`config.mk`:
```
export PLATFORM = sky130hd
export DESIGN_NAME = timed_can_command_sequencer_unit
export DESIGN_NICKNAME = d
export VERILOG_FILES = /design/src/tccs_pkg.sv /design/src/timed_can_command_sequencer_unit.sv /design/src/tccs_core.sv
export SDC_FILE = /design/constraint.sdc
export NUM_CORES = 1
export LEC_CHECK = 0
export BUFFER_PORTS_ARGS = -buffer_cell sky130_fd_sc_hd__buf_2
export CAP_MARGIN = 20
export CORE_AREA = 3 3 160 123
export DETAILED_ROUTE_END_ITERATION = 10
export DIE_AREA = 0 0 163 126
export PLACE_DENSITY = 0.63
export SLEW_MARGIN = 5
export SYNTH_ARGS = -nofsm -noshare
export SYNTH_HDL_FRONTEND = slang
export SYNTH_HIERARCHICAL = 1
export SYNTH_SLANG_ARGS = --single-unit
```
`constraint.sdc`:
```
create_clock -name clk -period 6 [get_ports clk]
set_clock_uncertainty 0.2 [all_clocks]
set_input_delay 0.6 -clock clk [delete_from_list [all_inputs] [get_ports clk]]
set_output_delay 0.6 -clock clk [all_outputs]
set_load 0.02 [all_outputs]
```
`src/tccs_pkg.sv`:
```
// ----------------------------------------------------------------------------
// tccs_pkg
// shared types, codes and the fixed step tables of the command sequencer
// ----------------------------------------------------------------------------
package tccs_pkg;

  localparam logic OP_TICK  = 1'b0;
  localparam logic OP_START = 1'b1;

  localparam logic [2:0] ST_IDLE       = 3'd0;
  localparam logic [2:0] ST_PROCESSING = 3'd1;
  localparam logic [2:0] ST_WAKE_OK    = 3'd2;
  localparam logic [2:0] ST_WAKE_TMO   = 3'd3;
  localparam logic [2:0] ST_FINISHED   = 3'd4;

  localparam logic [3:0] FR_WAKEUP       = 4'd0;
  localparam logic [3:0] FR_HVAC_INIT    = 4'd1;
  localparam logic [3:0] FR_IDLE         = 4'd2;
  localparam logic [3:0] FR_HVAC_ON      = 4'd3;
  localparam logic [3:0] FR_HVAC_ON_IDLE = 4'd4;
  localparam logic [3:0] FR_INTERRUPT    = 4'd5;
  localparam logic [3:0] FR_HVAC_OFF     = 4'd6;
  localparam logic [3:0] FR_CHARGE      = 4'd7;
  localparam logic [3:0] FR_UNLOCK       = 4'd8;
  localparam logic [3:0] FR_LOCK         = 4'd9;

  localparam logic [2:0] CMD_NONE     = 3'd0;
  localparam logic [2:0] CMD_REFRESH  = 3'd1;
  localparam logic [2:0] CMD_CLIM_ON  = 3'd2;
  localparam logic [2:0] CMD_CLIM_OFF = 3'd3;
  localparam logic [2:0] CMD_CHARGE   = 3'd4;
  localparam logic [2:0] CMD_UNLOCK   = 3'd5;
  localparam logic [2:0] CMD_LOCK     = 3'd6;
  localparam logic [2:0] CMD_RESERVED = 3'd7;

  localparam logic [10:0] WAKE_PERIOD_MS = 11'd15;
  localparam logic [10:0] WAKE_SETTLE_MS = 11'd50;

  typedef struct packed {
    logic        opcode;
    logic [31:0] now_ms;
    logic [2:0]  sequence_select;
    logic        awake_event;
  } item_t;

  typedef struct packed {
    logic [2:0] status;
    logic       start_accepted;
    logic       send_valid;
    logic [3:0] frame_index;
    logic       patch_setpoint;
    logic [7:0] setpoint_byte;
  } result_t;

  // wait is the larger of the step delay and its interval
  typedef struct packed {
    logic [3:0]  frame;
    logic [5:0]  repeats;
    logic [10:0] interval;
    logic [10:0] wait_ms;
    logic        patch;
  } step_t;

  function automatic step_t mk_step(logic [3:0] frame, logic [5:0] repeats,
                                    logic [10:0] interval, logic [10:0] wait_ms,
                                    logic patch);
    step_t s;
    s.frame    = frame;
    s.repeats  = repeats;
    s.interval = interval;
    s.wait_ms  = wait_ms;
    s.patch    = patch;
    return s;
  endfunction

  function automatic logic [2:0] seq_len(logic [2:0] seq);
    logic [2:0] len;
    case (seq)
      CMD_REFRESH:  len = 3'd2;
      CMD_CLIM_ON:  len = 3'd4;
      CMD_CLIM_OFF: len = 3'd5;
      CMD_CHARGE:   len = 3'd2;
      CMD_UNLOCK:   len = 3'd2;
      CMD_LOCK:     len = 3'd2;
      default:      len = 3'd0;
    endcase
    return len;
  endfunction

  function automatic step_t step_lookup(logic [2:0] seq, logic [2:0] pos);
    step_t s;
    s = mk_step(FR_WAKEUP, 6'd0, 11'd0, 11'd0, 1'b0);
    case ({seq, pos})
      {CMD_REFRESH, 3'd0}:  s = mk_step(FR_HVAC_INIT, 6'd20, 11'd100, 11'd1000, 1'b0);
      {CMD_REFRESH, 3'd1}:  s = mk_step(FR_IDLE, 6'd20, 11'd100, 11'd100, 1'b0);
      {CMD_CLIM_ON, 3'd0}:  s = mk_step(FR_HVAC_INIT, 6'd20, 11'd100, 11'd100, 1'b0);
      {CMD_CLIM_ON, 3'd1}:  s = mk_step(FR_HVAC_ON, 6'd25, 11'd100, 11'd100, 1'b1);
      {CMD_CLIM_ON, 3'd2}:  s = mk_step(FR_HVAC_ON_IDLE, 6'd40, 11'd100, 11'd100, 1'b1);
      {CMD_CLIM_ON, 3'd3}:  s = mk_step(FR_IDLE, 6'd50, 11'd100, 11'd100, 1'b1);
      {CMD_CLIM_OFF, 3'd0}: s = mk_step(FR_HVAC_INIT, 6'd10, 11'd100, 11'd100, 1'b0);
      {CMD_CLIM_OFF, 3'd1}: s = mk_step(FR_INTERRUPT, 6'd9, 11'd100, 11'd100, 1'b0);
      {CMD_CLIM_OFF, 3'd2}: s = mk_step(FR_HVAC_OFF, 6'd8, 11'd100, 11'd100, 1'b0);
      {CMD_CLIM_OFF, 3'd3}: s = mk_step(FR_HVAC_INIT, 6'd4, 11'd100, 11'd100, 1'b0);
      {CMD_CLIM_OFF, 3'd4}: s = mk_step(FR_IDLE, 6'd8, 11'd100, 11'd100, 1'b0);
      {CMD_CHARGE, 3'd0}:   s = mk_step(FR_CHARGE, 6'd20, 11'd100, 11'd100, 1'b0);
      {CMD_CHARGE, 3'd1}:   s = mk_step(FR_IDLE, 6'd8, 11'd100, 11'd100, 1'b0);
      {CMD_UNLOCK, 3'd0}:   s = mk_step(FR_UNLOCK, 6'd1, 11'd100, 11'd100, 1'b0);
      {CMD_UNLOCK, 3'd1}:   s = mk_step(FR_IDLE, 6'd8, 11'd100, 11'd100, 1'b0);
      {CMD_LOCK, 3'd0}:     s = mk_step(FR_LOCK, 6'd1, 11'd100, 11'd100, 1'b0);
      {CMD_LOCK, 3'd1}:     s = mk_step(FR_IDLE, 6'd8, 11'd100, 11'd100, 1'b0);
      default:              s = mk_step(FR_WAKEUP, 6'd0, 11'd0, 11'd0, 1'b0);
    endcase
    return s;
  endfunction

endpackage

```
`src/timed_can_command_sequencer_unit.sv`:
```
// ----------------------------------------------------------------------------
// timed_can_command_sequencer_unit
// timed CAN command sequencer: wake phase, settle wait and step table playback
// ----------------------------------------------------------------------------
// Each input transaction (a tick or a start request) gives exactly one result
// transaction. An accepted item lands in an input register, is decided by one
// pass of compare, step table lookup and a single due-time adder, and the
// result is captured in an output register as the item leaves the input
// register; out_valid comes from that output register. One item is taken
// every cycle; back-pressure from out_ready stalls both registers, and the
// input register still refills while it is empty. Write the setpoint
// register through the cfg channel only while no transaction is in flight,
// since a buffered item picks up the new value.
module timed_can_command_sequencer_unit #(
  parameter int WAKE_ATTEMPT_LIMIT = 130,
  parameter int TIME_BITS          = 32
) (
  input  logic        clk,
  input  logic        rst,
  input  logic        in_valid,
  output logic        in_ready,
  input  logic        opcode,
  input  logic [31:0] now_ms,
  input  logic [2:0]  sequence_select,
  input  logic        awake_event,
  output logic        out_valid,
  input  logic        out_ready,
  output logic [2:0]  status,
  output logic        start_accepted,
  output logic        send_valid,
  output logic [3:0]  frame_index,
  output logic        patch_setpoint,
  output logic [7:0]  setpoint_byte,
  input  logic        cfg_valid,
  output logic        cfg_ready,
  input  logic [7:0]  setpoint_half_degrees
);

  logic              ireg_valid;
  tccs_pkg::item_t   ireg;
  logic              oreg_valid;
  tccs_pkg::result_t oreg;
  tccs_pkg::result_t core_result;
  logic [7:0]        setpoint;
  logic              adv;

  assign adv       = ireg_valid && (!oreg_valid || out_ready);
  assign in_ready  = !ireg_valid || adv;
  assign cfg_ready = 1'b1;

  always_ff @(posedge clk) begin
    if (rst) begin
      setpoint <= 8'd0;
    end else if (cfg_valid) begin
      setpoint <= setpoint_half_degrees;
    end
  end

  // input register
  always_ff @(posedge clk) begin
    if (rst) begin
      ireg_valid <= 1'b0;
    end else if (in_ready) begin
      ireg_valid <= in_valid;
    end
  end

  always_ff @(posedge clk) begin
    if (in_valid && in_ready) begin
      ireg.opcode          <= opcode;
      ireg.now_ms          <= now_ms;
      ireg.sequence_select <= sequence_select;
      ireg.awake_event     <= awake_event;
    end
  end

  tccs_core #(
    .WAKE_ATTEMPT_LIMIT(WAKE_ATTEMPT_LIMIT),
    .TIME_BITS         (TIME_BITS)
  ) u_core (
    .clk     (clk),
    .rst     (rst),
    .fire    (adv),
    .item    (ireg),
    .setpoint(setpoint),
    .result  (core_result)
  );

  // result register
  always_ff @(posedge clk) begin
    if (rst) begin
      oreg_valid <= 1'b0;
    end else if (adv) begin
      oreg_valid <= 1'b1;
    end else if (out_ready) begin
      oreg_valid <= 1'b0;
    end
  end

  always_ff @(posedge clk) begin
    if (adv) begin
      oreg <= core_result;
    end
  end

  assign out_valid      = oreg_valid;
  assign status         = oreg.status;
  assign start_accepted = oreg.start_accepted;
  assign send_valid     = oreg.send_valid;
  assign frame_index    = oreg.frame_index;
  assign patch_setpoint = oreg.patch_setpoint;
  assign setpoint_byte  = oreg.setpoint_byte;

endmodule

```
`src/tccs_core.sv`:
```
// ----------------------------------------------------------------------------
// tccs_core
// sequencer state and the single pass decision for one transaction
// ----------------------------------------------------------------------------
module tccs_core #(
  parameter int WAKE_ATTEMPT_LIMIT = 130,
  parameter int TIME_BITS          = 32
) (
  input  logic             clk,
  input  logic             rst,
  input  logic             fire,
  input  tccs_pkg::item_t  item,
  input  logic [7:0]       setpoint,
  output tccs_pkg::result_t result
);

  localparam logic [1:0] PH_IDLE      = 2'd0;
  localparam logic [1:0] PH_WAKING    = 2'd1;
  localparam logic [1:0] PH_WAKE_WAIT = 2'd2;
  localparam logic [1:0] PH_RUN       = 2'd3;

  logic [2:0]           active_sequence, active_sequence_next;
  logic [1:0]           phase, phase_next;
  logic [7:0]           wake_attempt_count, wake_attempt_count_next;
  logic [2:0]           step_position, step_position_next;
  logic [5:0]           repeat_counter, repeat_counter_next;
  logic [TIME_BITS-1:0] next_due_ms, next_due_ms_next;
  logic                 awake_latched, awake_latched_next;

  logic [TIME_BITS-1:0] now_ext;
  logic [TIME_BITS-1:0] diff;
  logic [TIME_BITS-1:0] due_sum;
  logic [10:0]          addend;
  logic                 early;
  logic                 latched;
  logic [5:0]           repeat_inc;
  tccs_pkg::step_t      step;
  logic [2:0]           len;

  generate
    if (TIME_BITS <= 32) begin : g_narrow
      assign now_ext = item.now_ms[TIME_BITS-1:0];
    end else begin : g_wide
      assign now_ext = {{(TIME_BITS-32){1'b0}}, item.now_ms};
    end
  endgenerate

  assign diff       = now_ext - next_due_ms;
  assign early      = diff[TIME_BITS-1];
  assign latched    = awake_latched | item.awake_event;
  assign step       = tccs_pkg::step_lookup(active_sequence, step_position);
  assign len        = tccs_pkg::seq_len(active_sequence);
  assign repeat_inc = repeat_counter + 6'd1;
  assign due_sum    = now_ext + TIME_BITS'(addend);

  always_comb begin
    active_sequence_next    = active_sequence;
    phase_next              = phase;
    wake_attempt_count_next = wake_attempt_count;
    step_position_next      = step_position;
    repeat_counter_next     = repeat_counter;
    next_due_ms_next        = next_due_ms;
    awake_latched_next      = latched;
    addend                  = 11'd0;
    result                  = '0;
    result.status           = tccs_pkg::ST_IDLE;

    if (item.opcode == tccs_pkg::OP_START) begin
      if (item.sequence_select != tccs_pkg::CMD_NONE &&
          item.sequence_select != tccs_pkg::CMD_RESERVED &&
          active_sequence == tccs_pkg::CMD_NONE) begin
        active_sequence_next    = item.sequence_select;
        phase_next              = PH_WAKING;
        wake_attempt_count_next = 8'd0;
        step_position_next      = 3'd0;
        repeat_counter_next     = 6'd0;
        awake_latched_next      = 1'b0;
        next_due_ms_next        = now_ext;
        result.start_accepted   = 1'b1;
        result.status           = tccs_pkg::ST_PROCESSING;
      end else if (active_sequence != tccs_pkg::CMD_NONE) begin
        result.status = tccs_pkg::ST_PROCESSING;
      end
    end else if (active_sequence == tccs_pkg::CMD_NONE) begin
      result.status = tccs_pkg::ST_IDLE;
    end else if (early) begin
      result.status = tccs_pkg::ST_PROCESSING;
    end else if (phase == PH_WAKING) begin
      if (latched || wake_attempt_count >= 8'(WAKE_ATTEMPT_LIMIT)) begin
        result.status    = latched ? tccs_pkg::ST_WAKE_OK : tccs_pkg::ST_WAKE_TMO;
        phase_next       = PH_WAKE_WAIT;
        addend           = tccs_pkg::WAKE_SETTLE_MS;
        next_due_ms_next = due_sum;
      end else begin
        result.send_valid       = 1'b1;
        result.frame_index      = tccs_pkg::FR_WAKEUP;
        result.status           = tccs_pkg::ST_PROCESSING;
        wake_attempt_count_next = wake_attempt_count + 8'd1;
        addend                  = tccs_pkg::WAKE_PERIOD_MS;
        next_due_ms_next        = due_sum;
      end
    end else if (phase == PH_WAKE_WAIT) begin
      phase_next          = PH_RUN;
      step_position_next  = 3'd0;
      repeat_counter_next = 6'd0;
      next_due_ms_next    = now_ext;
      result.status       = tccs_pkg::ST_PROCESSING;
    end else if (phase == PH_RUN && step_position < len) begin
      result.send_valid     = 1'b1;
      result.frame_index    = step.frame;
      result.patch_setpoint = step.patch;
      result.setpoint_byte  = step.patch ? setpoint : 8'd0;
      result.status         = tccs_pkg::ST_PROCESSING;
      if (repeat_inc >= step.repeats) begin
        step_position_next  = step_position + 3'd1;
        repeat_counter_next = 6'd0;
        addend              = step.wait_ms;
      end else begin
        repeat_counter_next = repeat_inc;
        addend              = step.interval;
      end
      next_due_ms_next = due_sum;
    end else begin
      active_sequence_next = tccs_pkg::CMD_NONE;
      phase_next           = PH_IDLE;
      result.status        = tccs_pkg::ST_FINISHED;
    end
  end

  always_ff @(posedge clk) begin
    if (rst) begin
      active_sequence    <= tccs_pkg::CMD_NONE;
      phase              <= PH_IDLE;
      wake_attempt_count <= 8'd0;
      step_position      <= 3'd0;
      repeat_counter     <= 6'd0;
      next_due_ms        <= '0;
      awake_latched      <= 1'b0;
    end else if (fire) begin
      active_sequence    <= active_sequence_next;
      phase              <= phase_next;
      wake_attempt_count <= wake_attempt_count_next;
      step_position      <= step_position_next;
      repeat_counter     <= repeat_counter_next;
      next_due_ms        <= next_due_ms_next;
      awake_latched      <= awake_latched_next;
    end
  end

endmodule
```
Word-level counts from Yosys, hierarchy flattened
Memories as Yosys holds them, arrays and structs flattened.
Cells that the tools add are included.
- register bits after elaboration: 120
- bits in read-only memories: 1344
- bits of input ports: 50
- output and inout bits: 21
- word-level logic and storage cells: 152
- memories: 1
- memories (memory ; depth ; width ; rd ports ; clocked after memory_dff ; wr ports ; RTL line ; text):
    (name not given) ; 64 ; 21 ; 1 ; 0 ; 0 ; tccs_pkg.sv:93 ; case ({seq, pos})
- add/subtract/negate cells: 5
- magnitude comparators: 3
- equal/unequal tests: 19
- muxes and demuxes: 73
- bitwise logic cells: 3
- reductions and logical operators: 28
- operators by type and width (operator ; number):
    2-to-1 mux 32 bit ; 7
    2-to-1 mux 11 bit ; 7
    2-to-1 mux 3 bit ; 22
    2-to-1 mux 8 bit ; 7
    2-to-1 mux 6 bit ; 9
    adder 32 x 11 -> 32 bit ; 1
    subtractor 32 bit ; 1
    2-to-1 mux 14 bit ; 2
    AND reduction 6 bit ; 3
    2-to-1 mux 2 bit ; 8
    AND reduction 7 bit ; 2
    inequality test 2 bit (second input constant) ; 6
    nonzero test 3 bit ; 4
    2-to-1 mux 5 bit ; 2
    == test 3 bit (second input constant) ; 3
    one-hot mux 3 bit (3 select lines) ; 1
    adder 8 x 1 -> 8 bit (second input constant) ; 1
    >= comparator 8 bit (second input constant) ; 1
    2-to-1 mux 1 bit ; 8
    OR reduction 7 bit ; 1
    adder 6 x 1 -> 6 bit (second input constant) ; 1
    == test 3 x 2 -> 1 bit (second input constant) ; 2
    >= comparator 6 bit ; 1
    inequality test 3 bit (second input constant) ; 2
    other kinds (19) ; 29

Longest topological paths before layout
Gate-level depths: netlist (run 1).
- word-level depth: 18
- gate-level depth with buffers: 25
- gate-level depth less buffers: 24

Cells and area by module
The synthesis (run 1) kept the hierarchy.
- by module, submodules not included (module ; instances ; cells an instance ; area an instance (um^2) ; seq. area each (um^2)):
    tccs_core ; 1 ; 674 ; 5265.0 ; 1101.1
    timed_can_command_sequencer_unit ; 1 ; 93 ; 2033.2 ; 1851.8

Worst setup path before layout (run 1)
OpenSTA, ideal clock, no wires.
- path type: register -> register
- from: register u_core.active_sequence[0]
- to: register u_core.next_due_ms[11]
- setup time: 0.079 ns
- arrival time: 4.550 ns
- data required time: 5.721 ns
- slack: 1.170 ns
- stages on the path, launching flop included: 26
- buffers on the path: 4
- clock period less this slack: 4.830 ns
- path through: dfxtp_1 -> buf_2 -> clkbuf_1 -> buf_1 -> o22ai_1 -> a32oi_1 -> nor2_1 -> ha_1 -> nand2b_1 -> a21o_1 -> a21oi_1 -> o21ai_0 -> nor2_1 -> nand2_1 -> a21oi_1 -> nor3_1 -> ha_1 -> o21ai_1 -> o21a_1 -> o311ai_1 -> a21oi_1 -> clkbuf_1 -> nor3b_1 -> xor2_1 -> nor2_1 -> a211oi_2
- cells in the longest elaborated chain, start to end: 18
- elaborated cells between the ends (all ways): 32
- those cells by class: 1 x add/sub; 2 x order compare; 8 x eq/ne; 14 x mux; 6 x reduce/logical; 1 x memory
- RTL lines (item ; RTL line ; text):
    from (decl) ; tccs_core.sv:22 ; logic [2:0] active_sequence, active_sequence_next;
    from (signal assigned) ; tccs_core.sv:132 ; active_sequence <= tccs_pkg::CMD_NONE;
    from (signal assigned) ; tccs_core.sv:140 ; active_sequence <= active_sequence_next;
    parallel branches: the longest is 18 deep, another holds adder 32 x 11 -> 32 bit ; - ;
    to (signal assigned) ; tccs_core.sv:145 ; next_due_ms <= next_due_ms_next;
    to (decl) ; tccs_core.sv:27 ; logic [TIME_BITS-1:0] next_due_ms, next_due_ms_next;
Parallel ways; which one is timed is not known. The select of a mux whose other input is x is not followed.
A chain may end at the register's enable or synchronous reset.

Worst setup path after layout (run 1)
- from: register u_core.step_position[0]
- to: register u_core.next_due_ms[19]
- cells in the longest elaborated chain, start to end: 16
- elaborated cells between the ends (all ways): 20
- those cells by class: 1 x add/sub; 2 x order compare; 13 x mux; 3 x reduce/logical; 1 x memory
- RTL lines (item ; RTL line ; text):
    from (decl) ; tccs_core.sv:25 ; logic [2:0] step_position, step_position_next;
    from (signal assigned) ; tccs_core.sv:143 ; step_position <= step_position_next;
    memory read (64 x 21 bit) ; - ;
    >= comparator 6 bit ; tccs_core.sv:114 ; if (repeat_inc >= step.repeats) begin
    2-to-1 mux 11 bit ; tccs_core.sv:114 ;
    2-to-1 mux 11 bit ; tccs_core.sv:108 ; end else if (phase == PH_RUN && step_position < len) begin
    2-to-1 mux 11 bit ; tccs_core.sv:102 ; end else if (phase == PH_WAKE_WAIT) begin
    2-to-1 mux 11 bit ; tccs_core.sv:88 ; end else if (phase == PH_WAKING) begin
    2-to-1 mux 11 bit ; tccs_core.sv:86 ; end else if (early) begin
    2-to-1 mux 11 bit ; tccs_core.sv:84 ; end else if (active_sequence == tccs_pkg::CMD_NONE) begin
    2-to-1 mux 11 bit ; tccs_core.sv:68 ; if (item.opcode == tccs_pkg::OP_START) begin
    adder 32 x 11 -> 32 bit ; tccs_core.sv:54 ; assign due_sum = now_ext + TIME_BITS'(addend);
    2-to-1 mux 32 bit ; tccs_core.sv:108 ;
    2-to-1 mux 32 bit ; tccs_core.sv:102 ;
    2-to-1 mux 32 bit ; tccs_core.sv:88 ;
    2-to-1 mux 32 bit ; tccs_core.sv:86 ;
    2-to-1 mux 32 bit ; tccs_core.sv:84 ;
    2-to-1 mux 32 bit ; tccs_core.sv:68 ;
Several ways; a longest one is shown, not always the timed one. The select of a mux whose other input is x is not followed.

==> reports/summary.txt, run 1 <==
Core Rows - 43
Number of synthesized register bits - 120
Crit path buf inv count - 2
DR vias - 5764
Slew @ Worst Pin - 0.993 ns
Fin crit share - 91.0%
RSZ-0062 raised after global routing - false
Placer congestion estimate - 0.846
Synth top area share - 22.6%
DRT iter0 DRCs - 523
Critical Path AT - 5.58 ns
First-pass GRT wire length - 27200 microns
CTS tree - built
Seq. cell area - 0.00295 sq mm
Status - completed
Main synth FF type - dfxtp_1
Switching pwr - 0.586 mW
Clock tree root buffer cell - clkbuf_16
Cell taking the most area after synthesis - edfxtp_1
CTS sink count - 120
Antenna Violating Nets Remaining - 0
Max Cap Violations - 0
Worst Slack Setup Final - 0.541 ns
Die height - 126 microns
Max FO, Critical Path - 12
Clock Tree Buf Depth - 2
CP endpoint kind - flop
Grt ovf - 0
Clk_lat worst skew - 0.41 ns
Setup Crit Path Kind - flop to flop
Sum of negative setup slack - 0 ns
Slew Limit Fails - 0
# DRC - 0
Diode count - 0
Initial antenna violation count - 0
Synth Instances - 767
Die area - 0.0205 sq mm
Top sig layer - met4
Worst path cell trace - inv_1 > ha_1 > nor2b_2 > and2_1 > a21oi_1 > a2bb2oi_1 > o21a_1 > ha_1 > a21oi_1 > o21ai_0 > nor2_2 > nand2_1 > a21oi_1 > nor3_1 > ha_1 > o21ai_1 > o21a_1 > o311ai_1 > a21oi_1 > buf_4 > nor4bb_1 > xor2_1 > nor2_1 > a211oi_2
WL final - 16900 microns
M1 WL - 9160 microns
TritonCTS buffer count - 17
Routed wl met2 - 6610 microns
Peak Freq - 183 MHz
Avg WL per Cell - 15.4 microns
IO Port Bufs - 69
WL met3 - 1010 microns
Part of the power in combinational logic - 13.5%
Placed Cells incl. Taps - 1063
Die width - 163 microns
Final min period - 5.46 ns
Global-route total usage across every layer - 16.6%
Post-DP HPWL - 12000 microns
Slowest-stage cell, CP - dfxtp_1
P&R area growth vs syn - 15.6%
Hold WC Path Type - input port to flop
Pwr dens - 258 mW/mm^2
Fillers - 1746
Seq pwr share - 42.9%
Syn Std Cell Area - 0.00730 sq mm
Starting Density - 39.9%
Vias per cell - 5.26
P_int - 1.59 mW
Final non-filler cell area - 0.00843 sq mm
CTS HTree Levels - 4
Crit-path max cell delay - 0.47 ns
Share of cells above drive strength 1 - 18.2%
Placement Setup Slack - 0.483 ns
Synthesis warning total - 6
DRT Pass-1 Iters - 5
Peak supply drop - 0.134 mV
Syn Area/Cell - 9.52 sq um
Final hold violations - 0
Clock Power Share - 43.6%
Post-place instance area - 0.00788 sq mm
Netlist cell types - 72
Non-Filler Instances - 1095
Sw Ratio - 26.9%
Overall Power - 2.18 mW
Slew margin rel. - 33.8%
Cell repeated most along the worst path - a21oi_1
Leakage - 3.29 nW
Register area share after synthesis - 40.5%
CP startpoint kind - flop
Nets - 948
Post-CTS setup buffers - 0
Post-synthesis async set-or-reset flop share - 0%
Largest net degree at the start of global routing - 58
Req. time, crit path - 6.12 ns
Syn_nets - 880
Family with the most delay on the worst path - compound AO/OA/AOI/OAI gates
Io pins - 71
Vias in the first global route - 5154
Largest cells by area after synthesis - edfxtp_1 23%, dfxtp_1 18%, ha_1 11%, a211oi_2 4.8%, nor2_1 4.7%
Core Area - 0.0183 sq mm
Post-synth EDFFs - 55
Reg clk slew, reported paths - 0.06 ns
Footprint of the multi-input gates - 0.00399 sq mm
Final setup fails - 0
[metrics by stage]
stage	hold WS, ns	utilization [%]
2_1_floorplan	0.232	-
3_3_place_gp	0.249	43.1
3_5_place_dp	0.254	43.1
4_1_cts	0.137	46.1
5_1_grt	0.140	46.1
6_report	0.160	46.1
[power groups by stage]
stage | clock (mW) | combinational [mW] | sequential, mW
3_3_place_gp | 0 | 0.289 | 0.949
2_1_floorplan | 0 | 0.210 | 0.945
5_1_grt | 1.02 | 0.330 | 0.938
6_report | 0.949 | 0.294 | 0.933
4_1_cts | 0.975 | 0.292 | 0.933
3_5_place_dp | 0 | 0.290 | 0.950
[flip-flops by register name, indices dropped and copies added (netlist names)]
register                   count
patch_setpoint                 1
u_core/active_sequence         3
u_core/wake_attempt_count      8
u_core/awake_latched           1
u_core/step_position           3
ireg_valid                     1
setpoint_byte                  8
send_valid                     1
u_core/next_due_ms            32
ireg                          37
start_accepted                 1
u_core/phase                   2
frame_index                    4
out_valid                      1
u_core/repeat_counter          6
status                         3
setpoint                       8
[worst reg2reg max path: stages, from the launching register on]
cell	delay, ns
dfxtp_1	0.47
inv_1	0.17
ha_1	0.33
nor2b_2	0.22
and2_1	0.17
a21oi_1	0.17
a2bb2oi_1	0.17
o21a_1	0.13
ha_1	0.22
a21oi_1	0.18
o21ai_0	0.18
nor2_2	0.27
nand2_1	0.09
a21oi_1	0.13
nor3_1	0.07
ha_1	0.35
o21ai_1	0.09
o21a_1	0.20
o311ai_1	0.41
a21oi_1	0.13
buf_4	0.20
nor4bb_1	0.38
xor2_1	0.17
nor2_1	0.06
a211oi_2	0.22
[worst paths after layout]
kind	from	end	slack, ns	depth (start not counted)
max reg2reg	u_core/step_position[0]	u_core/next_due_ms[19]	0.54	24
min	awake_event	ireg[0]	0.16	1
min reg2reg	u_core/wake_attempt_count[7]	u_core/wake_attempt_count[7]	0.27	2
max	u_core/step_position[0]	u_core/next_due_ms[19]	0.54	24
[logic make-up (layout without fill, tap and decap cells)]
logic type | count (synthesis) | count (layout) | share of synthesized area (%)
mux | 17 | 17 | 2.38
xor+xnor | 38 | 38 | 4.56
compound gates | 171 | 171 | 18.3
simple gates | 272 | 272 | 18.4
flops | 120 | 120 | 40.5
buf+inv | 85 | 166 | 4.90
fa+ha+maj | 63 | 63 | 10.9
other cells | 1 | 1 | 0.0514
[synth_stat cells (16+ instances only)]
cell type	n
xnor2_1	18
a211oi_2	28
inv_1	54
a21oi_1	46
o21ai_0	16
nand3_1	29
nand2_1	52
xor2_1	20
dfxtp_1	65
edfxtp_1	55
nor2_1	92
ha_1	62
and2_1	18
nor3_1	17
[final cells by class]
type	count	area share, %
clock buffer	20	5.30
tap	247	3.66
sequential	120	35.0
multi-input combinational	562	47.4
clock inverter	12	1.23
inverter	55	2.45
timing repair buffer	79	4.98
[metal layers]
layer  global-route usage [%]  vias to the layer above
li1                         -                     2936
met4                     4.62                        0
met5                        0                        -
met3                     3.81                        9
met2                     21.2                      176
met1                     27.1                     2643
[placed cells by master (no fill, tap or decap), types with 4 or more instances in the layout]
| cell type | instances |
|---|---|
| nand2_1 | 52 |
| a211o_1 | 4 |
| a22oi_1 | 4 |
| and4_1 | 4 |
| a32oi_1 | 5 |
| a211oi_2 | 28 |
| o21a_1 | 5 |
| clkbuf_16 | 17 |
| inv_1 | 54 |
| edfxtp_1 | 55 |
| a211oi_1 | 14 |
| nand4_1 | 9 |
| a31oi_1 | 8 |
| nor2_1 | 91 |
| nor4_1 | 10 |
| nand3_1 | 29 |
| a21o_1 | 8 |
| clkinv_2 | 5 |
| and3_1 | 7 |
| and2_1 | 17 |
| o21ai_0 | 16 |
| dfxtp_1 | 64 |
| a21oi_1 | 46 |
| xor2_1 | 20 |
| nor3_1 | 17 |
| nand2b_1 | 5 |
| mux2i_1 | 14 |
| buf_2 | 69 |
| ha_1 | 62 |
| nor2b_1 | 5 |
| buf_4 | 10 |
| xnor2_1 | 18 |
| or3_1 | 5 |
[repair_timing]
item,CTS,global route
resized for setup,0,3
endpoints found under the setup margin,0,6
hold buffers,0,0
Power figures use the tool's default switching activity.
==> inputs of run 2 (changes only) <==
--- a/config.mk
+++ b/config.mk
@@ -10,6 +10,7 @@
 export CORE_AREA = 3 3 160 123
 export DETAILED_ROUTE_END_ITERATION = 10
 export DIE_AREA = 0 0 163 126
+export GPL_TIMING_DRIVEN = 0
 export PLACE_DENSITY = 0.63
 export SLEW_MARGIN = 5
 export SYNTH_ARGS = -nofsm -noshare
==> run 2 against run 1 <==
  * Cell count grew 2.0%
  * Maximum frequency shrank 4.3%
  * First-iteration DRC count grew 16%
  * Core utilization grew 0.65 points
  * Critical path depth shrank 4
  * Design area grew 1.4%
  * Critical path type unchanged
==> reports/summary.txt, run 2 (synthesis gave the netlist of run 1 again) <==
Pwr dens - 254 mW/mm^2 (was 258 mW/mm^2)
Placer congestion estimate - 0.905 (was 0.846)
IO Port Bufs - 68 (was 69)
Starting Density - 39.9% (unchanged)
P&R area growth vs syn - 17.2% (was 15.6%)
Setup Crit Path Kind - flop to flop (unchanged)
Leakage - 3.33 nW (was 3.29 nW)
Non-Filler Instances - 1117 (was 1095)
Antenna Violating Nets Remaining - 0 (unchanged)
Peak supply drop - 0.144 mV (was 0.134 mV)
WL final - 17800 microns (was 16900 microns)
Share of cells above drive strength 1 - 19.2% (was 18.2%)
Status - completed (unchanged)
Grt ovf - 0 (unchanged)
Initial antenna violation count - 0 (unchanged)
Core Area - 0.0183 sq mm (unchanged)
Diode count - 0 (unchanged)
Clock tree root buffer cell - clkbuf_16 (unchanged)
First-pass GRT wire length - 29100 microns (was 27200 microns)
Vias in the first global route - 5482 (was 5154)
Most frequent cells in the layout - 90 x nor2_1, 75 x buf_2, 65 x dfxtp_1, 61 x ha_1, 55 x edfxtp_1 (was 91 x nor2_1, 69 x buf_2, 64 x dfxtp_1, 62 x ha_1, 55 x edfxtp_1)
RSZ-0062 raised after global routing - true (was false)
CTS tree - built (unchanged)
Worst Slack Setup Final - 0.297 ns (was 0.541 ns)
Fin crit share - 95.1% (was 91.0%)
Max FO, Critical Path - 10 (was 12)
Final non-filler cell area - 0.00855 sq mm (was 0.00843 sq mm)
Critical Path AT - 5.85 ns (was 5.58 ns)
# DRC - 0 (unchanged)
CP startpoint kind - flop (unchanged)
Cts hold-fix bufs - 0 (unchanged)
Reg clk slew, reported paths - 0.06 ns (about the same)
Placed Cells incl. Taps - 1083 (was 1063)
Largest net degree at the start of global routing - 24 (was 58)
Overall Power - 2.17 mW (was 2.18 mW)
Top flop regs - ireg: 37 flops, u_core/next_due_ms: 32 flops (unchanged)
Max Cap Violations - 0 (unchanged)
Final hold violations - 0 (unchanged)
Core Rows - 43 (unchanged)
Nets - 970 (was 948)
CTS HTree Levels - 4 (unchanged)
Slew Limit Fails - 0 (unchanged)
DRT iter0 DRCs - 607 (was 523)
Commonest non-fill, non-tap cell in the layout - nor2_1 (unchanged)
DRT Pass-1 Iters - 8 (was 5)
Final setup fails - 0 (unchanged)
Hold WC Path Type - input port to flop (unchanged)
CP endpoint kind - flop (unchanged)
Final min period - 5.70 ns (was 5.46 ns)
Clk_lat worst skew - 0.43 ns (was 0.41 ns)
Placement Setup Slack - -0.00361 ns (was 0.483 ns)
Die height - 126 microns (unchanged)
Peak Freq - 175 MHz (was 183 MHz)
Die area - 0.0205 sq mm (unchanged)
Io pins - 71 (unchanged)
Slew @ Worst Pin - 1.03 ns (was 0.993 ns)
Global-route total usage across every layer - 17.9% (was 16.6%)
Biggest register - ireg (unchanged)
TritonCTS buffer count - 17 (unchanged)
Clock Tree Buf Depth - 2 (unchanged)
CTS sink count - 120 (unchanged)
DR vias - 5925 (was 5764)
Die width - 163 microns (unchanged)
Req. time, crit path - 6.15 ns (was 6.12 ns)
Max reg flops - 37 (unchanged)
Post-DP HPWL - 13200 microns (was 12000 microns)
Avg WL per Cell - 15.9 microns (was 15.4 microns)
Post-place instance area - 0.00797 sq mm (was 0.00788 sq mm)
Slew margin rel. - 31.1% (was 33.8%)
Vias per cell - 5.30 (was 5.26)
## run 2: final timing paths
path / startpoint / to / slack [ns] / cells after the start
min: awake_event / ireg[0] / 0.15 / 1
min reg2reg: u_core/wake_attempt_count[7] / u_core/wake_attempt_count[7] / 0.26 / 2
max: ireg[5] / u_core/next_due_ms[11] / 0.30 / 20
max reg2reg: ireg[5] / u_core/next_due_ms[11] / 0.30 / 20
## run 2: layer usage
metal / GRT usage (%) / wire, microns / vias to the layer above
li1: - / - / 2975
met2: 24.0 / 7040 / 189
met1: 27.8 / 9450 / 2739
met4: 5.47 / 245 / 0
met3: 4.51 / 1030 / 22
met5: 0 / 0 / -
## run 2: through the flow
| stage | util [%] | hold slack, ns | TNS [ns] |
|---|---|---|---|
| 2_1_floorplan | - | 0.232 | 0 |
| 3_3_place_gp | 43.4 | 0.249 | -0.142 |
| 3_5_place_dp | 43.6 | 0.254 | -0.00399 |
| 4_1_cts | 46.5 | 0.132 | 0 |
| 5_1_grt | 46.8 | 0.132 | -0.0840 |
| 6_report | 46.8 | 0.147 | 0 |
## run 2: report_power, final
part	total [mW]	leakage, nW	switching (mW)	internal, mW
registers	0.930	1.06	0.0285	0.901
logic	0.318	2.02	0.195	0.123
clock network	0.925	0.249	0.400	0.525
## run 2: cell type report
cell class                      instances  area (sq um)
Fill cell                            1811          9740
Clock buffer                           17           425
Inverter                               55           206
Clock inverter                         15           105
Sequential cell                       120          2950
Buffer                                 29           149
Tap cell                              247           309
Multi-Input combinational cell        562          4020
Timing Repair Buffer                   72           383
## run 2: critical path, stage by stage, from the launching register on
cell and delay, ns:
edfxtp_1 0.50, ha_1 0.33, nand2_1 0.04, o21ai_0 0.28, a21oi_1 0.21, o31ai_4 0.51, a21oi_1 0.19, xnor2_1 0.29
buf_2 0.29, nand3_2 0.24, o31ai_1 0.36, ha_1 0.22, o21ai_1 0.10, o21a_1 0.19, o311ai_1 0.44, a21oi_1 0.24
clkbuf_2 0.27, nor3b_1 0.29, xor2_1 0.18, nor2_1 0.06, a211oi_2 0.18
## run 2: repair_timing
item	CTS	global route
endpoints found under the setup margin	5	23
gates resized for setup	2	8
pin swaps	0	1
buffers inserted	0	3
